[src/design/hidkbd_pkg.sv]
// Package for the boot keyboard report builder.
// Holds the usage codes, modifier scancode range and default sizes.
// No dependencies.
`default_nettype none

package hidkbd_pkg;

  localparam int unsigned KEY_COUNT_DEF    = 102;
  localparam int unsigned REPORT_SLOTS_DEF = 6;
  localparam int unsigned OUT_SLOTS        = 6;

  localparam logic [7:0] CODE_EMPTY    = 8'h00;
  localparam logic [7:0] CODE_ROLLOVER = 8'h01;
  localparam logic [7:0] CODE_CAPS     = 8'h39;
  localparam logic [7:0] CODE_NUM      = 8'h53;

  localparam logic [8:0] MOD_FIRST = 9'd224;
  localparam logic [8:0] MOD_LAST  = 9'd231;

  typedef logic [7:0] usage_t;

endpackage

`default_nettype wire

[src/design/hid_boot_keyboard_report_builder.sv]
// Boot keyboard report builder with the held-key map in a one-bit synchronous memory.
// Flow: the lock report follows the transfer in the next cycle; the key report is shown
// in OUT after the SCAN (one map entry per cycle) and DRAIN states, behind LOCK with a lock
// report. Busy holds off new events until the key report; filtered events are dropped while idle.
// Reset clears the map through per-entry valid bits and clears the lock flag; the receiver
// cannot stall results. Depends on hidkbd_pkg.
`default_nettype none

module hid_boot_keyboard_report_builder #(
  parameter int unsigned KEY_COUNT    = hidkbd_pkg::KEY_COUNT_DEF,
  parameter int unsigned REPORT_SLOTS = hidkbd_pkg::REPORT_SLOTS_DEF
) (
  input  wire logic                clk_i,
  input  wire logic                rst_ni,
  input  wire logic                start,
  output logic                     busy,
  input  wire logic [8:0]          key_code_i,
  input  wire logic                key_down_i,
  input  wire logic                is_repeat_i,
  input  wire logic [7:0]          modifier_bits_i,
  input  wire logic                caps_locked_i,
  input  wire logic                num_locked_i,
  output logic                     result_valid_o,
  output hidkbd_pkg::usage_t       report_modifiers_o,
  output hidkbd_pkg::usage_t       slot_zero_o,
  output hidkbd_pkg::usage_t       slot_one_o,
  output hidkbd_pkg::usage_t       slot_two_o,
  output hidkbd_pkg::usage_t       slot_three_o,
  output hidkbd_pkg::usage_t       slot_four_o,
  output hidkbd_pkg::usage_t       slot_five_o,
  output logic                     is_lock_report_o,
  output logic                     last_of_run_o
);
  import hidkbd_pkg::*;

  localparam int unsigned AW = $clog2(KEY_COUNT);
  localparam logic [AW-1:0] LAST_ADDR = AW'(KEY_COUNT - 1);
  localparam logic [2:0] SLOT_LIMIT = 3'(REPORT_SLOTS);

  localparam logic [2:0] ST_IDLE  = 3'd0;
  localparam logic [2:0] ST_LOCK  = 3'd1;
  localparam logic [2:0] ST_SCAN  = 3'd2;
  localparam logic [2:0] ST_DRAIN = 3'd3;
  localparam logic [2:0] ST_OUT   = 3'd4;

  logic [2:0]          state_q, state_d;
  logic                synced_q, synced_d;
  logic [AW-1:0]       rd_addr_q, rd_addr_d;
  logic                proc_vld_q;
  logic [AW-1:0]       proc_idx_q;
  logic                rd_bit_q;
  logic                rd_vld_q;
  logic [2:0]          cnt_q, cnt_d;
  logic                ovf_q, ovf_d;
  usage_t              mods_q, mods_d;
  usage_t              slot_q [OUT_SLOTS];
  usage_t              slot_d [OUT_SLOTS];
  usage_t              lock_slot [OUT_SLOTS];

  logic                map_mem [KEY_COUNT];
  logic [KEY_COUNT-1:0] map_vld_q;

  logic in_map, in_mods, evt_ok, evt_take, need_lock, held;

  assign busy      = (state_q != ST_IDLE);
  assign in_map    = (key_code_i < 9'(KEY_COUNT));
  assign in_mods   = (key_code_i >= MOD_FIRST) && (key_code_i <= MOD_LAST);
  assign evt_ok    = !is_repeat_i && (in_map || in_mods);
  assign evt_take  = start && !busy && evt_ok;
  assign need_lock = !synced_q && (caps_locked_i || num_locked_i);
  assign held      = rd_vld_q && rd_bit_q;

  always_comb begin
    for (int k = 0; k < OUT_SLOTS; k++) begin
      lock_slot[k] = CODE_EMPTY;
    end
    if (caps_locked_i) begin
      lock_slot[0] = CODE_CAPS;
      if (num_locked_i && REPORT_SLOTS > 1) begin
        lock_slot[1] = CODE_NUM;
      end
    end else if (num_locked_i) begin
      lock_slot[0] = CODE_NUM;
    end
  end

  always_comb begin
    state_d   = state_q;
    synced_d  = synced_q;
    rd_addr_d = rd_addr_q;
    cnt_d     = cnt_q;
    ovf_d     = ovf_q;
    mods_d    = mods_q;
    slot_d    = slot_q;

    if (proc_vld_q && held && !ovf_q) begin
      if (cnt_q >= SLOT_LIMIT) begin
        ovf_d = 1'b1;
        for (int k = 0; k < OUT_SLOTS; k++) begin
          if (k < REPORT_SLOTS) begin
            slot_d[k] = CODE_ROLLOVER;
          end
        end
      end else begin
        slot_d[cnt_q] = 8'(proc_idx_q);
        cnt_d = cnt_q + 3'd1;
      end
    end

    unique case (state_q)
      ST_IDLE: begin
        if (evt_take) begin
          synced_d  = 1'b1;
          mods_d    = modifier_bits_i;
          rd_addr_d = '0;
          cnt_d     = '0;
          ovf_d     = 1'b0;
          for (int k = 0; k < OUT_SLOTS; k++) begin
            slot_d[k] = need_lock ? lock_slot[k] : CODE_EMPTY;
          end
          state_d = need_lock ? ST_LOCK : ST_SCAN;
        end
      end
      ST_LOCK: begin
        for (int k = 0; k < OUT_SLOTS; k++) begin
          slot_d[k] = CODE_EMPTY;
        end
        state_d = ST_SCAN;
      end
      ST_SCAN: begin
        if (rd_addr_q == LAST_ADDR) begin
          state_d = ST_DRAIN;
        end else begin
          rd_addr_d = rd_addr_q + AW'(1);
        end
      end
      ST_DRAIN: state_d = ST_OUT;
      ST_OUT:   state_d = ST_IDLE;
      default:  state_d = ST_IDLE;
    endcase
  end

  always_ff @(posedge clk_i or negedge rst_ni) begin
    if (!rst_ni) begin
      state_q    <= ST_IDLE;
      synced_q   <= 1'b0;
      rd_addr_q  <= '0;
      proc_vld_q <= 1'b0;
      cnt_q      <= '0;
      ovf_q      <= 1'b0;
      map_vld_q  <= '0;
    end else begin
      state_q    <= state_d;
      synced_q   <= synced_d;
      rd_addr_q  <= rd_addr_d;
      proc_vld_q <= (state_q == ST_SCAN);
      cnt_q      <= cnt_d;
      ovf_q      <= ovf_d;
      if (evt_take && in_map) begin
        map_vld_q[key_code_i[AW-1:0]] <= 1'b1;
      end
    end
  end

  always_ff @(posedge clk_i) begin
    mods_q     <= mods_d;
    slot_q     <= slot_d;
    proc_idx_q <= rd_addr_q;
  end

  always_ff @(posedge clk_i) begin
    if (evt_take && in_map) begin
      map_mem[key_code_i[AW-1:0]] <= key_down_i;
    end
    rd_bit_q <= map_mem[rd_addr_q];
    rd_vld_q <= map_vld_q[rd_addr_q];
  end

  assign result_valid_o     = (state_q == ST_LOCK) || (state_q == ST_OUT);
  assign is_lock_report_o   = (state_q == ST_LOCK);
  assign last_of_run_o      = (state_q == ST_OUT);
  assign report_modifiers_o = (state_q == ST_LOCK) ? CODE_EMPTY : mods_q;
  assign slot_zero_o        = slot_q[0];
  assign slot_one_o         = slot_q[1];
  assign slot_two_o         = slot_q[2];
  assign slot_three_o       = slot_q[3];
  assign slot_four_o        = slot_q[4];
  assign slot_five_o        = slot_q[5];

  a_lock_follows_transfer : assert property (@(posedge clk_i) disable iff (!rst_ni)
    is_lock_report_o |-> $past(start && !busy))
    else $error("Lock report without a preceding input transfer.");

  a_lock_then_scan : assert property (@(posedge clk_i) disable iff (!rst_ni)
    is_lock_report_o |=> busy && !result_valid_o)
    else $error("Lock report not followed by the map scan.");

  a_idle_after_final : assert property (@(posedge clk_i) disable iff (!rst_ni)
    $fell(busy) |-> $past(result_valid_o && last_of_run_o))
    else $error("Block went idle without a final report.");

  a_slot_count : assert property (@(posedge clk_i) disable iff (!rst_ni)
    cnt_q <= SLOT_LIMIT)
    else $error("Slot count exceeds the report slots.");

endmodule

`default_nettype wire
[config.mk]
export PLATFORM = sky130hd
export DESIGN_NAME = hid_boot_keyboard_report_builder
export DESIGN_NICKNAME = d
export VERILOG_FILES = /design/src/design/hidkbd_pkg.sv /design/src/design/hid_boot_keyboard_report_builder.sv
export SDC_FILE = /design/constraint.sdc
export NUM_CORES = 1
export LEC_CHECK = 0
export ABC_AREA = 1
export BUFFER_PORTS_ARGS = -buffer_cell sky130_fd_sc_hd__clkbuf_2
export CORE_ASPECT_RATIO = 0.9
export CORE_MARGIN = 2
export CORE_UTILIZATION = 40
export DETAILED_ROUTE_END_ITERATION = 8
export GPL_TIMING_DRIVEN = 0
export MAX_ROUTING_LAYER = met4
export SLEW_MARGIN = 20
export SYNTH_ARGS = -nofsm -noshare
export SYNTH_HDL_FRONTEND = slang
export SYNTH_SLANG_ARGS = --single-unit
[constraint.sdc]
create_clock -name clk_i -period 2.35 [get_ports clk_i]
set_input_delay 0.47 -clock clk_i [delete_from_list [all_inputs] [get_ports clk_i]]
set_output_delay 0.47 -clock clk_i [all_outputs]
set_load 0.01 [all_outputs]
[After elaboration in Yosys (flattened, before gate mapping)]
Memories as Yosys holds them, arrays and structs flattened. A register that Yosys moved wholly into a read port is not among the register bits.
Cells that the tools add are included.
Word-level totals
  register bits: 182
  bits in latches: 0
  memory bits (writable): 102
  ROM bits: 0
  input bits: 24
  output and inout bits: 60
  word-level logic and storage cells: 96
  memories: 1
Operators by class
  add/sub/neg operators: 2
  multiply operators: 0
  divide/modulo/power cells: 0
  magnitude comparators: 9
  equality and inequality tests: 8
  shift-type cells: 0
  muxes and demuxes: 34
  bitwise gates (word level): 2
  reduce and logical (&&, ||, !) cells: 24
Memory list
  map_mem: words 102, width 1, rd ports 1, clocked after memory_dff 1, write ports 1, line hid_boot_keyboard_report_builder.sv:60  | logic map_mem [KEY_COUNT];
Operators with widths (number)
  2-to-1 mux 48 bit: 3
  bitwise OR 102 bit: 1
  one-hot mux 48 bit (2 select lines): 1
  bitwise mux 48 bit: 1
  2-to-1 mux 8 bit: 6
  demux 8 bit (select 3 bit): 1
  2-to-1 mux 7 bit: 3
  2-to-1 mux 3 bit: 6
  less-than comparator 7 x 8 -> 1 bit (second input constant): 2
  one-hot mux 7 bit (2 select lines): 1
  one-hot mux 3 bit (4 select lines): 1
  logical AND 1 bit: 11
  greater-or-equal comparator 9 x 8 -> 1 bit (second input constant): 1
  less-or-equal comparator 9 x 8 -> 1 bit (second input constant): 1
  less-than comparator 9 x 7 -> 1 bit (second input constant): 1
  2-to-1 mux 1 bit: 8
  adder 7 x 1 -> 7 bit (second input constant): 1
  binary-select mux 1 bit (select 7 bit): 1
  demux 1 bit (select 7 bit): 1
  equality test 7 bit (second input constant): 1
  greater-or-equal comparator 7 x 1 -> 1 bit (second input constant): 1
  equality test 3 x 2 -> 1 bit (second input constant): 2
  != test 2 bit (second input constant): 3
  greater-or-equal comparator 4 bit (second input constant): 1
  other kinds (14): 20

[Depth between registers and ports, before layout]
Gate-level depths: netlist of the first run.
  depth in word-level cells: 10
  gate-level depth with buffers: 14
  depth with buffers taken out: 13

[Least setup slack after synthesis of the first run]
OpenSTA, ideal clock, no wires.
  path type: register -> register
  start: register rd_addr_q[1]
  end: register rd_addr_q[2]
  library setup time: 0.072 ns
  data arrival time: 1.838 ns
  required time: 2.278 ns
  setup slack: 0.440 ns
  stages on the path, launching flop included: 13
  path buffers: 2
  clock period less this slack: 1.910 ns
  cells stage by stage: dfrtp_1 -> inv_1 -> buf_2 -> buf_1 -> ha_1 -> nand3_1 -> o21ai_2 -> nand2_1 -> nand2_1 -> inv_1 -> nand3_1 -> nand2_1 -> nor2_1
Between the ends
  cells in the longest elaborated chain, start to end: 3
  elaborated cells between the ends (all ways): 6
  those cells by class: 1 x add/sub; 2 x eq/ne; 2 x mux; 1 x reduce/logical
RTL lines
  start, declared: line hid_boot_keyboard_report_builder.sv:48  | logic [AW-1:0] rd_addr_q, rd_addr_d;
  start signal, assigned: line hid_boot_keyboard_report_builder.sv:155  | rd_addr_q <= rd_addr_d;
  adder 7 x 1 -> 7 bit or equality test 7 bit (tied branches): line hid_boot_keyboard_report_builder.sv:134, hid_boot_keyboard_report_builder.sv:131
  2-to-1 mux 7 bit or != test 2 bit (tied branches)
  one-hot mux 7 bit (2 select lines) or AND reduction 3 bit (tied branches)
Parallel ways exist; a longest one is shown, timed or not. The select of a mux whose other input is x is not followed.
A chain may end at the register's enable or synchronous reset.

[Worst setup path after layout of the first run]
  start: register rd_addr_q[2]
  end: register rd_vld_q
Between the ends
  cells in the longest elaborated chain, start to end: 2
RTL lines
  binary-select mux 1 bit (select 7 bit): line hid_boot_keyboard_report_builder.sv:176  | rd_vld_q <= map_vld_q[rd_addr_q];
  2-to-1 mux 1 bit (implied by the code): line hid_boot_keyboard_report_builder.sv:176
  end signal, assigned: line hid_boot_keyboard_report_builder.sv:176
  end, declared: line hid_boot_keyboard_report_builder.sv:52  | logic rd_vld_q;
No other way between the ends. The select of a mux whose other input is x is not followed.

==> impl_metrics.toml, run 1 <==
[outcome]
outcome = "finished clean"

[floorplanning]
dieArea_mm2 = 0.03298
initial_core_util = 0.4072
row_count = 61
coreArea_mm2 = 0.03099
fp.dieW_um = 191.2
die_h_um = 172.5
num_io_pins = 84

[logic_synthesis]
synthCells = 1477
async_flop_share = 0.4140
synth-seq-cells = 285
synth_nets = 1504
yosysUniqueCellTypes = 41
synth-xor-area-share = 0.002083
yosys.area_share.simple = 0.2326
synth_top_family_by_area = "simple AND/OR/NAND/NOR gates"
mappedNetlistArea_mm2 = 0.01262
synth_warnings = 0
synth_compound_area_frac = 0.08935
ys.flop_type = "dfrtp_1"
synth_edf_count = 110
yosysSeqAreaShare = 0.5863
avgSynthCellArea_um2 = 8.542
synth_top_area_frac = 0.2618
synthMuxAreaShare = 0
synth_top_area_cell = "edfxtp_1"
synth_area_leaders = "edfxtp_1 26%, dfrtp_1 23%, nand2_1 10%"
synth-adder-area-share = 0.002975

[hold_path]
min_path_type = "primary input to flip-flop"
min_to = "mods_q[2]"
hp-start = "modifier_bits_i[2]"
holdPathStages = 1

[setup_path]
crit_required_ps = 2830
r2r_cells = 8
crit_arrival_ps = 2740
crit_top_cell = "nor2_1"
slowest_stage = "clkbuf_1"
reg2reg_slack_ps = 90
worstReg2RegEnd = "rd_vld_q"
start_kind = "flip-flop"
path_max_fanout = 10
critPathKind = "flip-flop to flip-flop"
cp_cell_sequence = "nor2_1 > clkbuf_1 > nand2_1 > nand2_1 > o21ai_0 > nand3_1 > nor2_1 > nor2_1"
regToRegStartpoint = "rd_addr_q[2]"
cp-end-kind = "flip-flop"
max_stage_delay_ps = 560

[route]
ant_nets = 0
vias = 10410
via_per_inst = 5.134
drtIter0Drc = 939
post_drt_wl_per_cell_um = 18.74
drt-pass1-iter-count = 5
drt_wl_total_mm = 38.01
drc = 0

[grt]
grt_max_degree = 74
grt_overflow_total = 0
grt_pass1_wl_mm = 56.88
track_usage = 0.2380
grt_antenna_before_repair = 0
first_global_vias = 9509

[timing]
setup_ws_ps = 87.12
rsz0062_at_grt = "true"
final.period_utilization = 0.9629
setup_viol = 0
slew_viol_final = 0
worst_slew_pin_slew_ps = 902.0
relSlewSlack = 0.3986
hold_viol_final = 0
finalClockSkew_ps = 41.81
min_period_ps = 2263
fmax_mhz = 441.9

[clocking]
clock-sinks = 285
clock-root-buffer = "clkbuf_16"
clkTransAtPathRegs_ps = 60
cts_made_buffers = 30
clk-insertion-delay-late_ps = 590
cts_tree = "done"
clock_path_buffers = 3
htreeDepth = 1

[power_and_ir_drop]
p_leak_nw = 6.877
power.density_mw_per_mm2 = 1020
p_total_mw = 14.97
vdd_drop_max_v = 0.0005846

[placement]
numPortBuffers = 83
dpl.hpwl_mm = 26.11
postPlaceCellArea_mm2 = 0.01360
pre_cts_slack_ps = -466.0
gp_congestion = 0.8970

[layout]
final_nets = 1622
final_cell_mix = "341 x nand2_1, 215 x inv_1, 212 x nor2_1, 118 x dfrtp_1, 112 x o21ai_0"
fillers = 3059
final_util = 0.4740
drive_above_1_share = 0.1414
diodes = 0
area_delta_synth_final_pct = 16.41
final_common_cell = "nand2_1"
fin_area_mm2 = 0.01469

[job]
drv_cap = 0
[stage by stage]
| stage | hold WS [ps] | setup TNS [ps] | cells |
|---|---|---|---|
| 2_1_floorplan | 174.4 | 0 | 1477 |
| 3_3_place_gp | 355.2 | -160270 | 1969 |
| 3_5_place_dp | 372.9 | -17990 | 1971 |
| 4_1_cts | 72.49 | 0 | 2028 |
| 5_1_grt | 75.63 | -7.274 | 2028 |
| 6_report | 95.81 | 0 | 2028 |
[synth_stat cells (all sizes together) (2+ instances only)]
library cell / count
nand3: 92
nor2: 216
dfxtp: 57
or2: 32
clkinv: 6
xor2: 3
o21ai: 118
a22oi: 29
dfrtp: 118
buf: 31
edfxtp: 110
o211ai: 10
inv: 218
o22ai: 9
ha: 3
a21oi: 24
nand4: 4
clkbuf: 25
o2111ai: 2
nand2: 357
nor3: 6
[layout make-up]
| class | count | area [um^2] | share of cell area |
|---|---|---|---|
| clock inverter | 9 | 58.81 | 0.004004 |
| clock buffer | 47 | 885.9 | 0.06031 |
| inverter | 224 | 847.1 | 0.05767 |
| tap | 409 | 511.7 | 0.03484 |
| sequential | 285 | 7397 | 0.5036 |
| timing repair buffer | 87 | 504.2 | 0.03433 |
| multi-input combinational | 912 | 4172 | 0.2840 |
| buffer | 55 | 311.5 | 0.02121 |
[power by group]
part	internal, mW	switching [mW]
clock	2.59	1.99
combinational	1.26	3.50
sequential	5.42	0.221
[flip-flops by register name, indices dropped and copies added (netlist names), 8 cells and up]
register	cells
slot_two_o	8
slot_zero_o	8
slot_one_o	8
map_vld_q	102
slot_three_o	8
map_mem	102
mods_q	8
slot_four_o	8
slot_five_o	8
[timing repair]
| action | CTS | global route |
|---|---|---|
| pin swaps | 1 | 0 |
| setup endpoints to repair | 114 | 60 |
| endpoints found under the hold margin | 45 | 0 |
| gates resized for setup | 13 | 49 |
| setup buffers | 1 | 0 |
| hold buffers | 1 | 0 |
[critical path, delay by kind of cell (launching register included)]
kind,cells,cell delay (ps)
buffers and inverters,1,560
AO/OA/AOI/OAI,1,100
AND/OR/NAND/NOR,6,1040
flip-flops,1,490
[metal layers]
layer	up-vias	routed length (um)	GRT usage
met1	4954	16940	0.3338
met4	0	1024	0.06756
li1	4935	-	-
met3	74	3665	0.04729
met2	449	16380	0.3507
met5	-	0	-
[cells by family (layout without fill, tap and decap cells)]
group | after synthesis | in the layout
xor gates and xnor gates | 3 | 3
buffers and inverters | 280 | 422
adders and majority gates | 3 | 3
and+or+nand+nor | 708 | 708
AOI/OAI and AO/OA | 198 | 198
DFF | 285 | 285
[how the worst max path moves through the flow]
stage,start,to,slack (ps)
floorplan,rd_addr_q[1],rd_addr_q[2],440
global placement,rst_ni,map_vld_q[20],-1230
detailed placement,state_q[2],map_mem[55],-470
CTS,rd_addr_q[0],rd_bit_q,2
global route,state_q[2],map_mem[61],-4
finish,rd_addr_q[2],rd_vld_q,90
Power figures use the tool's default switching activity.
==> inputs of run 2 (changes only) <==
--- a/config.mk
+++ b/config.mk
@@ -5,7 +5,6 @@
 export SDC_FILE = /design/constraint.sdc
 export NUM_CORES = 1
 export LEC_CHECK = 0
-export ABC_AREA = 1
 export BUFFER_PORTS_ARGS = -buffer_cell sky130_fd_sc_hd__clkbuf_2
 export CORE_ASPECT_RATIO = 0.9
 export CORE_MARGIN = 2
==> impl_metrics.toml, run 2 <==
[outcome]
outcome = "complete, but fails checks"
violations = "negative setup slack"

[layout]
area_delta_synth_final_pct = 32.91
diodes = 0
final_util = 0.5387
fillers = 2480
drive_above_1_share = 0.4245
final_cell_mix = "116 x dfrtp_1, 111 x nor2_4, 110 x edfxtp_1, 79 x clkbuf_2, 57 x dfxtp_1"
fin_area_mm2 = 0.01606
fin_cells = 1562
final_common_cell = "dfrtp_1"
final_nets = 1162

[logic_synthesis]
ys.flop_type = "dfrtp_1"
async_flop_share = 0.4140
synth_edf_count = 110
yosysSeqAreaShare = 0.6123
synth-seq-cells = 285
synth_warnings = 0
synth_top_area_frac = 0.2734
synth_top_area_cell = "edfxtp_1"
avgSynthCellArea_um2 = 12.45
mappedNetlistArea_mm2 = 0.01208
synth_common_cells = "118 x dfrtp_1, 117 x nor2_1, 110 x edfxtp_1, 57 x dfxtp_1, 56 x or2_1"
synthCells = 970
yosysUniqueCellTypes = 63
synth_most_common_cell = "dfrtp_1"
synth_nets = 997
synth_area_leaders = "edfxtp_1 27%, dfrtp_1 24%, dfxtp_1 9.4%"

[clocking]
clock-sinks = 285
cts_tree = "done"
clkTransAtPathRegs_ps = 60
htreeDepth = 1
clock_path_buffers = 3
cts_made_buffers = 30
clk-insertion-delay-late_ps = 550
clock-root-buffer = "clkbuf_16"

[timing]
worst_slew_pin_slew_ps = 937.1
slew_viol_final = 0
relSlewSlack = 0.3704
setup_ws_ps = -446.9
fmax_mhz = 357.5
rsz0062_at_grt = "true"
fin_hold_ws_ps = 99.88
setup_viol = 267
hold_viol_final = 0
min_period_ps = 2797
finalClockSkew_ps = 13.10
final.period_utilization = 1.190

[floorplanning]
fp.dieW_um = 187.2
die_h_um = 168.9
dieArea_mm2 = 0.03161
row_count = 60
initial_core_util = 0.4053
num_io_pins = 84
coreArea_mm2 = 0.02980

[setup_path]
crit_required_ps = 2600
worst-path-buf-inv = 4
cp_cell_sequence = "or3_4 > or4b_4 > buf_12 > buf_12 > buf_8 > or3_4 > buf_12 > nor2_4"
crit_top_cell = "buf_12"
cp_top_family = "simple AND/OR/NAND/NOR gates"
slowest_stage = "or4b_4"
cp-end-kind = "flip-flop"
start_kind = "flip-flop"
crit_arrival_ps = 3050
r2r_cells = 8
max_stage_delay_ps = 600
critPathKind = "flip-flop to flip-flop"
worstSetupPathDepth = 8
path_max_fanout = 5

[route]
via_per_inst = 5.504
drtIter0Drc = 846
ant_nets = 0
drt_wl_total_mm = 33.86
drc = 0
drt-pass1-iter-count = 5
post_drt_wl_per_cell_um = 21.68
vias = 8597

[placement]
gp_congestion = 0.8616
pre_cts_slack_ps = -864.5
numPortBuffers = 78
postPlaceCellArea_mm2 = 0.01334
dpl.hpwl_mm = 21.14
dpl.cell_count = 1453

[hold_path]
min_path_type = "primary input to flip-flop"
holdPathStages = 1

[grt]
grt_max_degree = 66
grt_pass1_wl_mm = 51.23
grt_antenna_before_repair = 0
grt_overflow_total = 0
first_global_vias = 8440
track_usage = 0.2186

[job]
drv_cap = 0

[power_and_ir_drop]
vdd_drop_max_v = 0.0007868
power.density_mw_per_mm2 = 1003
p_leak_nw = 6.256
run 2: through the flow:
step | setup TNS (ps) | power, mW
global route | -98560 | 16.82
CTS | -66250 | 15.62
global placement | -229670 | 10.34
floorplan | -4563 | 8.823
detailed placement | -80480 | 10.38
finish | -80610 | 16.11
run 2: worst register-to-register path, delay by kind of cell, from the launching register on:
kind                   cells  cell delay, ps
flip-flops                 1             380
AND/OR/NAND/NOR            4            1540
buffers and inverters      4             590
run 2: cells by family after synthesis:
| group | synth area share |
|---|---|
| adder cells (fa/ha/maj) | 0.003108 |
| flip-flops | 0.6123 |
| buffers and inverters | 0.02548 |
| multiplexers | 0.09736 |
| XOR/XNOR | 0.002901 |
| AND/OR/NAND/NOR | 0.1818 |
| AO/OA/AOI/OAI | 0.07706 |
run 2: cell type report:
cell class,count,area (um^2),area share
clock buffers,46,913.4,0.05689
multi-input cells,618,5472,0.3408
inverters,11,41.29,0.002572
well taps,403,504.2,0.03141
repair buffers,136,1202,0.07489
clock inverters,10,48.80,0.003039
flip-flops and latches,285,7400,0.4609
plain buffers,53,474.2,0.02954
run 2: repair_timing:
item,4_1_cts,5_1_grt
cloned,8,4
pin swaps,61,37
setup endpoints to repair,286,274
hold endpoints to repair,53,0
resized for setup,204,118
buffers inserted,33,19
hold buffers,1,0
run 2: metal layers:
metal | vias up | track usage | routed length (um)
met4 | 0 | 0.06832 | 978
met2 | 359 | 0.3254 | 15550
li1 | 3868 | - | -
met5 | - | - | 0
met1 | 4299 | 0.3092 | 15030
met3 | 71 | 0.03525 | 2297
run 2: worst paths after layout:
path                               startpoint            end  slack [ps]
hold reg to reg                  rd_addr_q[5]  proc_idx_q[5]         360
hold / removal             modifier_bits_i[4]      mods_q[4]         100
setup / recovery                   state_q[1]   map_mem[100]        -450
min in group asynchronous              rst_ni       cnt_q[0]         440
setup reg to reg                   state_q[1]   map_mem[100]        -450
max in group asynchronous              rst_ni  map_vld_q[14]        1180
run 2: where the power goes:
part	internal [mW]	switching (mW)
Clock	2.66	1.92
Combinational	2.40	3.03
Sequential	5.65	0.446
==> inputs of run 3 (changes only) <==
--- a/config.mk
+++ b/config.mk
@@ -8,7 +8,7 @@
 export BUFFER_PORTS_ARGS = -buffer_cell sky130_fd_sc_hd__clkbuf_2
 export CORE_ASPECT_RATIO = 0.9
 export CORE_MARGIN = 2
-export CORE_UTILIZATION = 40
+export CORE_UTILIZATION = 45
 export DETAILED_ROUTE_END_ITERATION = 8
 export GPL_TIMING_DRIVEN = 0
 export MAX_ROUTING_LAYER = met4
==> impl_metrics.toml, run 3 (synthesis gave the netlist of run 2 again) <==
[outcome]
outcome = "complete, but fails checks"
violations = "negative setup slack"

[hold_path]
holdPathStages = 1
min_path_type = "primary input to flip-flop"

[floorplanning]
num_io_pins = 84
fp.dieW_um = 176.7
coreArea_mm2 = 0.02621
dieArea_mm2 = 0.02817
initial_core_util = 0.4610
row_count = 56
die_h_um = 159.4

[layout]
final_util = 0.6121
fin_cells = 1512
area_delta_synth_final_pct = 32.78
final_nets = 1168
final_cell_mix = "115 x nor2_4, 115 x dfrtp_1, 110 x edfxtp_1, 81 x clkbuf_2, 57 x dfxtp_1"
diodes = 0
drive_above_1_share = 0.4321

[setup_path]
start_kind = "flip-flop"
max_stage_delay_ps = 600
reg2reg_slack_ps = -330
r2r_cells = 7
path_max_fanout = 5
cp_cell_sequence = "or3_4 > or4b_4 > buf_12 > buf_16 > or3_4 > buf_12 > nor2_4"
crit_required_ps = 2600
critPathKind = "flip-flop to flip-flop"
slowest_stage = "or4b_4"
cp-end-kind = "flip-flop"
crit_arrival_ps = 2930

[route]
drt-pass1-iter-count = 5
drc = 0
drtIter0Drc = 757
post_drt_wl_per_cell_um = 22.38
drt_wl_total_mm = 33.84
via_per_inst = 5.667
ant_nets = 0
vias = 8568

[timing]
final.period_utilization = 1.141
min_period_ps = 2682
rsz0062_at_grt = "true"
setup_ws_ps = -332.2
finalClockSkew_ps = 26.34
hold_viol_final = 0
fmax_mhz = 372.8
slew_viol_final = 0
tns_ps = -51150
worst_slew_pin_slew_ps = 1011
setup_viol = 273
relSlewSlack = 0.3211

[clocking]
cts_tree = "done"
clock-sinks = 285
htreeDepth = 1
cts_made_buffers = 29
clkTransAtPathRegs_ps = 60
clock-root-buffer = "clkbuf_16"
clock_path_buffers = 3
clk-insertion-delay-late_ps = 570

[power_and_ir_drop]
pwr-share-seq = 0.381
switching_share = 0.3382
p_leak_nw = 6.284
p_switching_mw = 5.423
p_total_mw = 16.04
power.density_mw_per_mm2 = 999.8
vdd_drop_max_v = 0.0007981
p_comb_frac = 0.349
internal_power_mw = 10.61
clkPwrFrac = 0.271

[grt]
grt_max_degree = 77
first_global_vias = 8433
grt_pass1_wl_mm = 51.23
grt_antenna_before_repair = 0
grt_overflow_total = 0
track_usage = 0.2450

[placement]
pre_cts_slack_ps = -801.5
numPortBuffers = 78
dpl.cell_count = 1398
gp_congestion = 0.8506
dpl.hpwl_mm = 21.05

[job]
drv_cap = 0
## run 3: cell types whose count changed in the layout (fill, tap and decap cells not counted), moves of 4 or more
cell / change
clkinv_2: +5
buf_12: -5
buf_4: +10
clkbuf_8: -5
nor2_2: -7
nor2_4: +4
## run 3: power groups by stage
stage | sequential, mW | clock, mW | combinational (mW)
3_5_place_dp | 6.18 | 0 | 4.18
6_report | 6.10 | 4.34 | 5.59
4_1_cts | 6.08 | 4.41 | 4.79
3_3_place_gp | 6.17 | 0 | 4.16
5_1_grt | 6.15 | 4.61 | 5.98
2_1_floorplan | 6.15 | 0 | 2.67
## run 3: per-layer routing
metal | global-route usage | vias to the layer above | wire length, um
li1 | - | 3873 | -
met1 | 0.3455 | 4340 | 15000
met2 | 0.3699 | 298 | 15840
met3 | 0.03820 | 57 | 2034
met4 | 0.06912 | 0 | 962
met5 | - | - | 0
## run 3: final timing paths
kind                                    start       endpoint
max                                state_q[1]    map_mem[99]
min reg2reg                      rd_addr_q[5]  proc_idx_q[5]
max in group asynchronous              rst_ni  map_vld_q[12]
min                        modifier_bits_i[0]      mods_q[0]
max reg2reg                        state_q[1]    map_mem[99]
min in group asynchronous              rst_ni  map_vld_q[32]
## run 3: critical path: cells and delay by family (launching register included)
family	cells	cell delay [ps]
buf+inv	3	470
flops	1	430
simple gates	4	1470
## run 3: metrics by stage
stage,area [um^2],hold slack [ps]
floorplan,12380,174.4
detailed placement,13280,351.7
CTS,15150,82.60
global route,16040,77.73
finish,16040,101.2
global placement,13210,351.6
## run 3: timing repair
action | 4_1_cts | 5_1_grt
setup buffers | 24 | 30
hold buffers | 1 | 0
pin swaps | 32 | 61
setup endpoints to repair | 286 | 286
cloned | 9 | 4
hold endpoints to repair | 42 | 0
gates resized for setup | 167 | 161
## run 3: area by class of cell
cell class                 count  area (um^2)
fill                        2098        10160
tap                          348        435.4
timing repair buffer         143         1257
clock inverter                17        106.4
buffer                        53        483.0
sequential                   285         7401
inverter                      11        41.29
clock buffer                  37        775.7
multi-input combinational    618         5540
